--- config.mk ---
export PLATFORM = sky130hd
export DESIGN_NAME = ternary_ca_random_generator
export DESIGN_NICKNAME = d
export VERILOG_FILES = /design/src/rtl/tcarg_pkg.sv /design/src/rtl/ternary_ca_random_generator.sv /design/src/rtl/tcarg_cell.sv /design/src/rtl/tcarg_b3conv.sv
export SDC_FILE = /design/constraint.sdc
export NUM_CORES = 2
export LEC_CHECK = 0
export BUFFER_PORTS_ARGS = -buffer_cell sky130_fd_sc_hd__buf_4
export CAP_MARGIN = 20
export CELL_PAD_IN_SITES_DETAIL_PLACEMENT = 0
export CELL_PAD_IN_SITES_GLOBAL_PLACEMENT = 1
export CORE_UTILIZATION = 30
export CTS_CLUSTER_SIZE = 8
export DETAILED_ROUTE_END_ITERATION = 10
export PLACE_DENSITY_LB_ADDON = 0.1
export SYNTH_ARGS = -nofsm -noshare
export SYNTH_HDL_FRONTEND = slang
export SYNTH_SLANG_ARGS = --single-unit
--- constraint.sdc ---
create_clock -name aclk -period 5.8 [get_ports aclk]
set_input_delay 0.58 -clock aclk [delete_from_list [all_inputs] [get_ports aclk]]
set_output_delay 0.58 -clock aclk [all_outputs]
set_load 0.02 [all_outputs]
--- src/rtl/tcarg_pkg.sv ---
// Shared types, constants and helper functions for the ternary cellular automaton generator.
// Has no dependencies; every other file in rtl refers to it by scoped names.
package tcarg_pkg;

    // Field and register widths fixed by the interface.
    localparam int TRIT_W       = 2;
    localparam int RULE_ENTRIES = 27;
    localparam int RULE_W       = 54;
    localparam int WARM_W       = 10;
    localparam int SEED_W       = 40;
    localparam int VALUE_W      = 32;
    localparam int CFG_IDX_W    = 1;

    // Neighbourhood weights used to form the rule index.
    localparam logic [4:0] LEFT_WEIGHT = 5'd9;
    localparam logic [4:0] SELF_WEIGHT = 5'd3;
    localparam logic [4:0] LAST_ENTRY  = 5'd26;

    // Register indexes on the configuration port.
    localparam logic [CFG_IDX_W-1:0] REG_RULE_TABLE   = 1'b0;
    localparam logic [CFG_IDX_W-1:0] REG_WARMUP_STEPS = 1'b1;

    // Register reset values.
    localparam logic [RULE_W-1:0] RULE_RESET   = 54'd6796640948097636;
    localparam logic [WARM_W-1:0] WARMUP_RESET = 10'd51;

    localparam logic [TRIT_W-1:0] TRIT_ZERO = 2'd0;
    localparam logic [TRIT_W-1:0] TRIT_ONE  = 2'd1;
    localparam logic [TRIT_W-1:0] TRIT_TWO  = 2'd2;
    localparam logic [TRIT_W-1:0] TRIT_BAD  = 2'd3;

    // Control sequencer states.
    typedef enum logic [1:0] {
        ST_IDLE,
        ST_WARM,
        ST_GEN,
        ST_CONV
    } state_t;

    // Control shared by every cell of the ring.
    typedef struct packed {
        logic load;
        logic step;
    } ring_ctl_t;

    // A two-bit code of three counts as two.
    function automatic logic [TRIT_W-1:0] clamp_trit(input logic [TRIT_W-1:0] v);
        logic [TRIT_W-1:0] r;
        r = (v == TRIT_BAD) ? TRIT_TWO : v;
        return r;
    endfunction

endpackage

--- src/rtl/ternary_ca_random_generator.sv ---
// A generate transaction steps the ring when accepted, then the converter reads the DIGITS window
// cells, DIGITS being the smaller of WINDOW and CELLS; the next transaction is taken once the result is loaded.
// A seed transaction loads the ring and then runs warmup_steps generations, one per cycle,
// and the next transaction is taken once the warm-up is done.
// Generate results come from the digit-serial base-3 converter reading the ring window.
// Reset (synchronous, aresetn low): ring to all zero with the last cell one, registers to defaults.
module ternary_ca_random_generator #(
    parameter int CELLS  = 51,
    parameter int WINDOW = 20
) (
    input  logic                                   aclk,
    input  logic                                   aresetn,
    // Input stream
    input  logic                                   s_tvalid,
    output logic                                   s_tready,
    input  logic [39:0]                            s_tdata,   // [39:0] seed_trits
    input  logic                                   s_tuser,   // [0] kind
    // Result stream
    output logic                                   m_tvalid,
    input  logic                                   m_tready,
    output logic [63:0]                            m_tdata,   // [31:0] random_value, [63:32] stream_word
    // Configuration write port
    input  logic                                   cfg_we,
    input  logic [tcarg_pkg::CFG_IDX_W-1:0]        cfg_index,
    input  logic [tcarg_pkg::RULE_W-1:0]           cfg_wdata
);

    localparam int DIGITS = (WINDOW < CELLS) ? WINDOW : CELLS;

    tcarg_pkg::state_t                          state_reg;
    tcarg_pkg::state_t                          state_next;
    tcarg_pkg::ring_ctl_t                       ring_ctl;
    logic [tcarg_pkg::RULE_W-1:0]               rule_table_reg;
    logic [tcarg_pkg::WARM_W-1:0]               warmup_steps_reg;
    logic [tcarg_pkg::WARM_W-1:0]               warm_cnt_reg;
    logic [tcarg_pkg::WARM_W-1:0]               warm_cnt_next;
    logic [CELLS-1:0][tcarg_pkg::TRIT_W-1:0]    cell_q;
    logic [DIGITS-1:0][tcarg_pkg::TRIT_W-1:0]   window;
    logic                                       s_accept;
    logic                                       conv_start;
    logic                                       conv_busy;
    logic                                       out_load;
    logic [tcarg_pkg::VALUE_W-1:0]              conv_value;
    logic                                       m_tvalid_reg;
    logic                                       m_tvalid_next;
    logic [tcarg_pkg::VALUE_W-1:0]              value_reg;
    logic [tcarg_pkg::VALUE_W-1:0]              value_rev;

    assign s_accept = s_tvalid && s_tready;

    // Configuration registers.
    always_ff @(posedge aclk) begin
        if (!aresetn) begin
            rule_table_reg   <= tcarg_pkg::RULE_RESET;
            warmup_steps_reg <= tcarg_pkg::WARMUP_RESET;
        end else if (cfg_we) begin
            case (cfg_index)
                tcarg_pkg::REG_RULE_TABLE: begin
                    rule_table_reg <= cfg_wdata;
                end
                tcarg_pkg::REG_WARMUP_STEPS: begin
                    warmup_steps_reg <= cfg_wdata[tcarg_pkg::WARM_W-1:0];
                end
                default: begin
                end
            endcase
        end
    end

    // Sequencer next state.
    always_comb begin
        state_next = state_reg;
        case (state_reg)
            tcarg_pkg::ST_IDLE: begin
                if (s_accept) begin
                    if (s_tuser) begin
                        state_next = tcarg_pkg::ST_GEN;
                    end else if (warmup_steps_reg != '0) begin
                        state_next = tcarg_pkg::ST_WARM;
                    end
                end
            end
            tcarg_pkg::ST_WARM: begin
                if (warm_cnt_reg == tcarg_pkg::WARM_W'(1)) begin
                    state_next = tcarg_pkg::ST_IDLE;
                end
            end
            tcarg_pkg::ST_GEN: begin
                state_next = tcarg_pkg::ST_CONV;
            end
            tcarg_pkg::ST_CONV: begin
                if (out_load) begin
                    state_next = tcarg_pkg::ST_IDLE;
                end
            end
            default: begin
                state_next = tcarg_pkg::ST_IDLE;
            end
        endcase
    end

    // Sequencer outputs.
    always_comb begin
        s_tready      = (state_reg == tcarg_pkg::ST_IDLE);
        ring_ctl.load = s_tvalid && (state_reg == tcarg_pkg::ST_IDLE) && !s_tuser;
        ring_ctl.step = (s_tvalid && (state_reg == tcarg_pkg::ST_IDLE) && s_tuser)
                     || (state_reg == tcarg_pkg::ST_WARM);
        conv_start    = (state_reg == tcarg_pkg::ST_GEN);
        out_load      = (state_reg == tcarg_pkg::ST_CONV) && !conv_busy
                     && (!m_tvalid_reg || m_tready);
    end

    // Warm-up generation counter.
    always_comb begin
        warm_cnt_next = warm_cnt_reg;
        if (ring_ctl.load) begin
            warm_cnt_next = warmup_steps_reg;
        end else if (state_reg == tcarg_pkg::ST_WARM) begin
            warm_cnt_next = warm_cnt_reg - tcarg_pkg::WARM_W'(1);
        end
    end

    always_ff @(posedge aclk) begin
        if (!aresetn) begin
            state_reg    <= tcarg_pkg::ST_IDLE;
            warm_cnt_reg <= '0;
        end else begin
            state_reg    <= state_next;
            warm_cnt_reg <= warm_cnt_next;
        end
    end

    // Ring of cells; each sees its wrap-around neighbours.
    for (genvar i = 0; i < CELLS; i++) begin : g_cell
        logic [tcarg_pkg::TRIT_W-1:0] seed_trit;

        if (i == CELLS - 1) begin : g_last
            assign seed_trit = tcarg_pkg::TRIT_ONE;
        end else if (i < WINDOW) begin : g_win
            assign seed_trit = tcarg_pkg::clamp_trit(s_tdata[2*i +: tcarg_pkg::TRIT_W]);
        end else begin : g_rest
            assign seed_trit = tcarg_pkg::TRIT_ZERO;
        end

        tcarg_cell #(
            .RESET_VAL((i == CELLS - 1) ? tcarg_pkg::TRIT_ONE : tcarg_pkg::TRIT_ZERO)
        ) u_cell (
            .aclk       (aclk),
            .aresetn    (aresetn),
            .ctl        (ring_ctl),
            .rule_table (rule_table_reg),
            .seed_trit  (seed_trit),
            .left_trit  (cell_q[(i + CELLS - 1) % CELLS]),
            .right_trit (cell_q[(i + 1) % CELLS]),
            .trit       (cell_q[i])
        );
    end

    // Window cells, cell 0 first.
    for (genvar d = 0; d < DIGITS; d++) begin : g_win_tap
        assign window[d] = cell_q[d];
    end

    tcarg_b3conv #(
        .DIGITS(DIGITS)
    ) u_conv (
        .aclk    (aclk),
        .aresetn (aresetn),
        .start   (conv_start),
        .digits  (window),
        .busy    (conv_busy),
        .value   (conv_value)
    );

    // Output register: a new result loads once the previous transaction is taken.
    always_comb begin
        m_tvalid_next = m_tvalid_reg;
        if (out_load) begin
            m_tvalid_next = 1'b1;
        end else if (m_tready) begin
            m_tvalid_next = 1'b0;
        end
    end

    always_ff @(posedge aclk) begin
        if (!aresetn) begin
            m_tvalid_reg <= 1'b0;
        end else begin
            m_tvalid_reg <= m_tvalid_next;
        end
    end

    always_ff @(posedge aclk) begin
        if (out_load) begin
            value_reg <= conv_value;
        end
    end

    // The stream word is the value with its bit order reversed.
    always_comb begin
        for (int b = 0; b < tcarg_pkg::VALUE_W; b++) begin
            value_rev[b] = value_reg[tcarg_pkg::VALUE_W-1-b];
        end
    end

    assign m_tvalid = m_tvalid_reg;
    assign m_tdata  = {value_rev, value_reg};

`ifndef NO_ASSERTIONS
    // The ring must stay frozen while the converter reads the window.
    a_ring_frozen: assert property (@(posedge aclk) disable iff (!aresetn)
        conv_busy |-> (!ring_ctl.step && !ring_ctl.load))
        else $error("ring changed during conversion");

    // The converter only runs inside the conversion state.
    a_conv_state: assert property (@(posedge aclk) disable iff (!aresetn)
        conv_busy |-> (state_reg == tcarg_pkg::ST_CONV))
        else $error("converter busy outside conversion");

    // Warm-up never sits on an exhausted counter.
    a_warm_cnt: assert property (@(posedge aclk) disable iff (!aresetn)
        (state_reg == tcarg_pkg::ST_WARM) |-> (warm_cnt_reg != '0))
        else $error("warm-up state with zero count");

    // A seed with no warm-up leaves the block ready in the next cycle.
    a_seed_nowarm: assert property (@(posedge aclk) disable iff (!aresetn)
        (s_accept && !s_tuser && (warmup_steps_reg == '0)) |=> s_tready)
        else $error("not ready after seed without warm-up");
`endif

endmodule

--- src/rtl/tcarg_cell.sv ---
// One cell of the automaton ring: holds a trit and applies the rule table to its neighbourhood.
// Depends on tcarg_pkg for widths, the control struct and the trit clamp.
module tcarg_cell #(
    parameter logic [1:0] RESET_VAL = 2'd0
) (
    input  logic                        aclk,
    input  logic                        aresetn,
    input  tcarg_pkg::ring_ctl_t        ctl,
    input  logic [tcarg_pkg::RULE_W-1:0] rule_table,
    input  logic [tcarg_pkg::TRIT_W-1:0] seed_trit,
    input  logic [tcarg_pkg::TRIT_W-1:0] left_trit,
    input  logic [tcarg_pkg::TRIT_W-1:0] right_trit,
    output logic [tcarg_pkg::TRIT_W-1:0] trit
);

    logic [tcarg_pkg::TRIT_W-1:0] trit_reg;
    logic [tcarg_pkg::TRIT_W-1:0] trit_next;
    logic [4:0]                   idx;
    logic [4:0]                   idx_safe;
    logic [tcarg_pkg::TRIT_W-1:0] rule_entry;

    // Rule index from the left, own and right trits.
    always_comb begin
        idx = 5'(left_trit) * tcarg_pkg::LEFT_WEIGHT
            + 5'(trit_reg) * tcarg_pkg::SELF_WEIGHT
            + 5'(right_trit);
        idx_safe   = (idx > tcarg_pkg::LAST_ENTRY) ? tcarg_pkg::LAST_ENTRY : idx;
        rule_entry = tcarg_pkg::clamp_trit(rule_table[{idx_safe, 1'b0} +: tcarg_pkg::TRIT_W]);
    end

    // Load takes priority; otherwise a step moves to the next generation.
    always_comb begin
        trit_next = trit_reg;
        if (ctl.load) begin
            trit_next = seed_trit;
        end else if (ctl.step) begin
            trit_next = rule_entry;
        end
    end

    always_ff @(posedge aclk) begin
        if (!aresetn) begin
            trit_reg <= RESET_VAL;
        end else begin
            trit_reg <= trit_next;
        end
    end

    assign trit = trit_reg;

endmodule

--- src/rtl/tcarg_b3conv.sv ---
// Digit-serial base-3 to binary converter, one trit per cycle, most significant first.
// Depends on tcarg_pkg for widths.
module tcarg_b3conv #(
    parameter int DIGITS = 20
) (
    input  logic                                    aclk,
    input  logic                                    aresetn,
    input  logic                                    start,
    input  logic [DIGITS-1:0][tcarg_pkg::TRIT_W-1:0] digits,
    output logic                                    busy,
    output logic [tcarg_pkg::VALUE_W-1:0]           value
);

    localparam int CNT_W = $clog2(DIGITS + 1);

    logic [CNT_W-1:0]                          cnt_reg;
    logic [CNT_W-1:0]                          cnt_next;
    logic [DIGITS-1:0][tcarg_pkg::TRIT_W-1:0]  dig_reg;
    logic [DIGITS-1:0][tcarg_pkg::TRIT_W-1:0]  dig_next;
    logic [tcarg_pkg::VALUE_W-1:0]             acc_reg;
    logic [tcarg_pkg::VALUE_W-1:0]             acc_next;

    assign busy = (cnt_reg != '0);

    // Multiply by three as a shift and add, then add the leading digit.
    always_comb begin
        cnt_next = cnt_reg;
        dig_next = dig_reg;
        acc_next = acc_reg;
        if (start) begin
            cnt_next = CNT_W'(DIGITS);
            dig_next = digits;
            acc_next = '0;
        end else if (busy) begin
            cnt_next = cnt_reg - CNT_W'(1);
            acc_next = acc_reg + {acc_reg[tcarg_pkg::VALUE_W-2:0], 1'b0}
                     + tcarg_pkg::VALUE_W'(dig_reg[0]);
            for (int i = 0; i < DIGITS - 1; i++) begin
                dig_next[i] = dig_reg[i+1];
            end
            dig_next[DIGITS-1] = tcarg_pkg::TRIT_ZERO;
        end
    end

    always_ff @(posedge aclk) begin
        if (!aresetn) begin
            cnt_reg <= '0;
        end else begin
            cnt_reg <= cnt_next;
        end
    end

    // Digit shift register and accumulator are payload and need no reset.
    always_ff @(posedge aclk) begin
        dig_reg <= dig_next;
        acc_reg <= acc_next;
    end

    assign value = acc_reg;

endmodule

==> impl_metrics.csv <==
group,metric,value,unit
outcome,outcome,"complete, no violations",
route,antenna_left,0,
logic_synthesis,synth-edff-count,72,
clock_tree,cts_buffer_depth,3,
timing,min_period,4760,ps
route,firstDrtPassIters,6,
logic_synthesis,syn-mean-instance-area,7.68,um^2
finish,nNetsFinal,7049,
setup_path,endpoint_kind,"flip-flop",
floorplanning,die-area,175000,um^2
finish,syn2layout_area_growth,9.32,%
clock_tree,clk-insertion-delay-late,710,ps
floorplanning,core,172000,um^2
route,vias_per_cell,6.54,
grt,grtUsageTotal,0.330,
timing,finalSetupViolCount,0,
setup_path,crit_arrival,5280,ps
floorplanning,die_h,419,um
timing,finalCritPeriodShare,0.821,
clock_tree,clk_pin_slew,60,ps
job,drv_cap,0,
floorplanning,fp-row-count,152,
finish,ff_latch_area,6630,um^2
setup_path,cp.required,6320,ps
clock_tree,cts_root_buf,"clkbuf_16",
timing,tightest_slew,1180,ps
logic_synthesis,synth_ff_type,"dfxtp_1",
floorplanning,ios,167,
logic_synthesis,yosys_warnings,0,
route,num_vias,58063,
logic_synthesis,syn-instance-count,6782,
timing,slew_violations,0,
timing,timing.hold.ws,104,ps
clock_tree,cts-hold-fix-buffers,0,
logic_synthesis,synth_cell_types,109,
grt,grt_pass1_vias,54686,
floorplanning,start_util,0.303,
logic_synthesis,synth.ff_latch_count,288,
timing,fin_skew,52.9,ps
timing,fin_setup_tns,0,ps
finish,fillers,18331,
route,wirelength,298000,um
setup_path,cp-start-kind,"flip-flop",
worst_hold_path,hold_class,"primary input to flip-flop",
clock_tree,cts-buffers-inserted,49,
logic_synthesis,synthesis.nets,7306,
clock_tree,cts_resized,0,
timing,rsz0062_at_grt,"false",
setup_path,slowest_delay,810,ps
timing,fmax,210,MHz
clock_tree,cts_tree,"yes",
grt,grt_pass1_wl,421000,um
logic_synthesis,syn-cell-area,52100,um^2
setup_path,crit_buf_inv,2,
route,post_drt_wl_per_cell,33.6,um
finish,multi_input_area,41700,um^2
grt,overflow,0,
place,gp_congestion,0.930,
grt,antenna_found_initial,22,
grt,grt_max_degree,70,
timing,relSlewSlack,0.215,
place,dp_slack,1280,ps
finish,drive_above_1_share,0.126,
logic_synthesis,synth-async-reset-ratio,0,
setup_path,worst_path_dominant_cell_family,"compound AO/OA/AOI/OAI gates",
setup_path,path_common_cell,"xor2_1",
route,route.detailed.drc,0,
floorplanning,die_x,419,um
clock_tree,cts_setup_buffers,0,
setup_path,path_max_fanout,10,
logic_synthesis,seq_area_frac_synth,0.125,
clock_tree,cts_sinks,288,
place,io_buffer_count,166,
setup_path,slowest_stage,"o41ai_1",
timing,hold_viol,0,
timing,timing.final.ws_setup,1040,ps
setup_path,crit_type,"flip-flop to flip-flop",
setup_path,path_cells,"buf_4 > xor2_1 > ha_1 > a21oi_1 > fa_1 > inv_1 > a31oi_1 > xor2_1 > o31ai_4 > mux2_2 > o31ai_1 > a32oi_1 > o41ai_1",
place,dpl.hpwl,180000,um
route,drtIter0Drc,7417,
finish,largest_reg_flops,102,
clock_tree,htree_num_levels,2,
## per-layer routing
| layer | up-vias | wire length [um] | track usage |
|---|---|---|---|
| met4 | 14 | 18200 | 0.164 |
| li1 | 24891 | - | - |
| met5 | - | 87 | 0 |
| met2 | 3526 | 131000 | 0.513 |
| met1 | 28704 | 121000 | 0.430 |
| met3 | 928 | 28500 | 0.0682 |
## synth_stat cells (all sizes together), types with 35 or more instances
library cell	n	area, um^2
or3	41	257
mux2i	362	3620
o221ai	83	733
mux2	51	574
o2111ai	35	307
o311ai	41	359
o22ai	86	544
xor2	134	1200
a2111oi	37	324
nor4	39	244
clkbuf	566	2120
buf	108	544
fa	186	3720
edfxtp	72	2160
nand2b	38	238
dfxtp	216	4320
a221oi	71	641
nor3	170	856
o211ai	117	883
inv	341	1280
nand3	124	621
o31ai	65	549
o21ai	558	2820
nor2b	63	402
mux4	192	4330
a21o	41	308
ha	237	2970
a211oi	132	996
xnor2	173	1570
nand2	681	2560
nor2	498	1890
a21oi	545	2740
a31oi	139	903
## cells in the final DEF, fill, tap and decap left out, types with 37 or more instances in the layout
cell type,n
nand2_1,675
a21oi_1,544
o21ai_0,522
nor2_1,489
mux2i_1,362
buf_4,355
inv_1,337
ha_1,237
mux4_2,191
fa_1,186
nor3_1,169
xnor2_1,167
dfxtp_1,162
a31oi_1,135
xor2_1,132
a211oi_1,131
nand3_1,124
o211ai_1,116
o22ai_1,85
o221ai_1,82
edfxtp_1,72
a221oi_1,68
nor2b_1,60
o31ai_1,58
mux2_2,51
clkbuf_16,49
a21o_1,41
or3_1,41
o311ai_0,39
nor4_1,39
nand2b_1,37
a2111oi_0,37
## worst min-delay path, stage by stage
cell and delay (ps):
buf_4 80, nand2_1 40, nand3_1 70
## final cells by class
type,instances,share of cell area
diodes,2,0.0000879
clock buffers,77,0.0244
clock inverters,13,0.00229
inverters,350,0.0231
multi-input cells,5470,0.732
flip-flops and latches,288,0.117
well taps,2310,0.0508
repair buffers,366,0.0507
## per-stage QoR
| stage | util | cell area [um^2] | instances |
|---|---|---|---|
| final | 0.331 | 56900 | 8876 |
| after global routing | 0.331 | 56900 | 8875 |
| after CTS | 0.331 | 56900 | 8872 |
| after detailed placement | 0.322 | 55400 | 8782 |
| after global placement | 0.322 | 55400 | 8781 |
| after floorplan | - | 52100 | 6782 |
## worst paths after layout
kind                                     startpoint                                      to  slack (ps)  depth (start not counted)
min                                   cfg_wdata[42]         rule_table_reg[42]$_SDFFE_PN1P_         100                          3
max          g_cell[27].u_cell.trit[0]$_SDFFE_PP0P_  g_cell[27].u_cell.trit[0]$_SDFFE_PP0P_        1040                         13
max reg2reg  g_cell[27].u_cell.trit[0]$_SDFFE_PP0P_  g_cell[27].u_cell.trit[0]$_SDFFE_PP0P_        1040                         13
min reg2reg           u_conv.value[31]$_SDFFE_PP0P_                 value_reg[31]$_DFFE_PP_         470                          0
## kinds of logic (layout without fill, tap and decap cells)
kind of cell,Yosys count,after routing,synth area share
compound gates,2313,2313,0.295
fa+ha+maj,423,423,0.128
flops,288,288,0.125
xor+xnor,307,307,0.0532
mux,605,605,0.164
simple gates,1822,1822,0.158
other cells,0,2,0
buf+inv,1024,806,0.0765
Power is left out: the tool's default activity adds up to more than one toggle a clock period on the data nets, which glitch-free logic cannot reach.
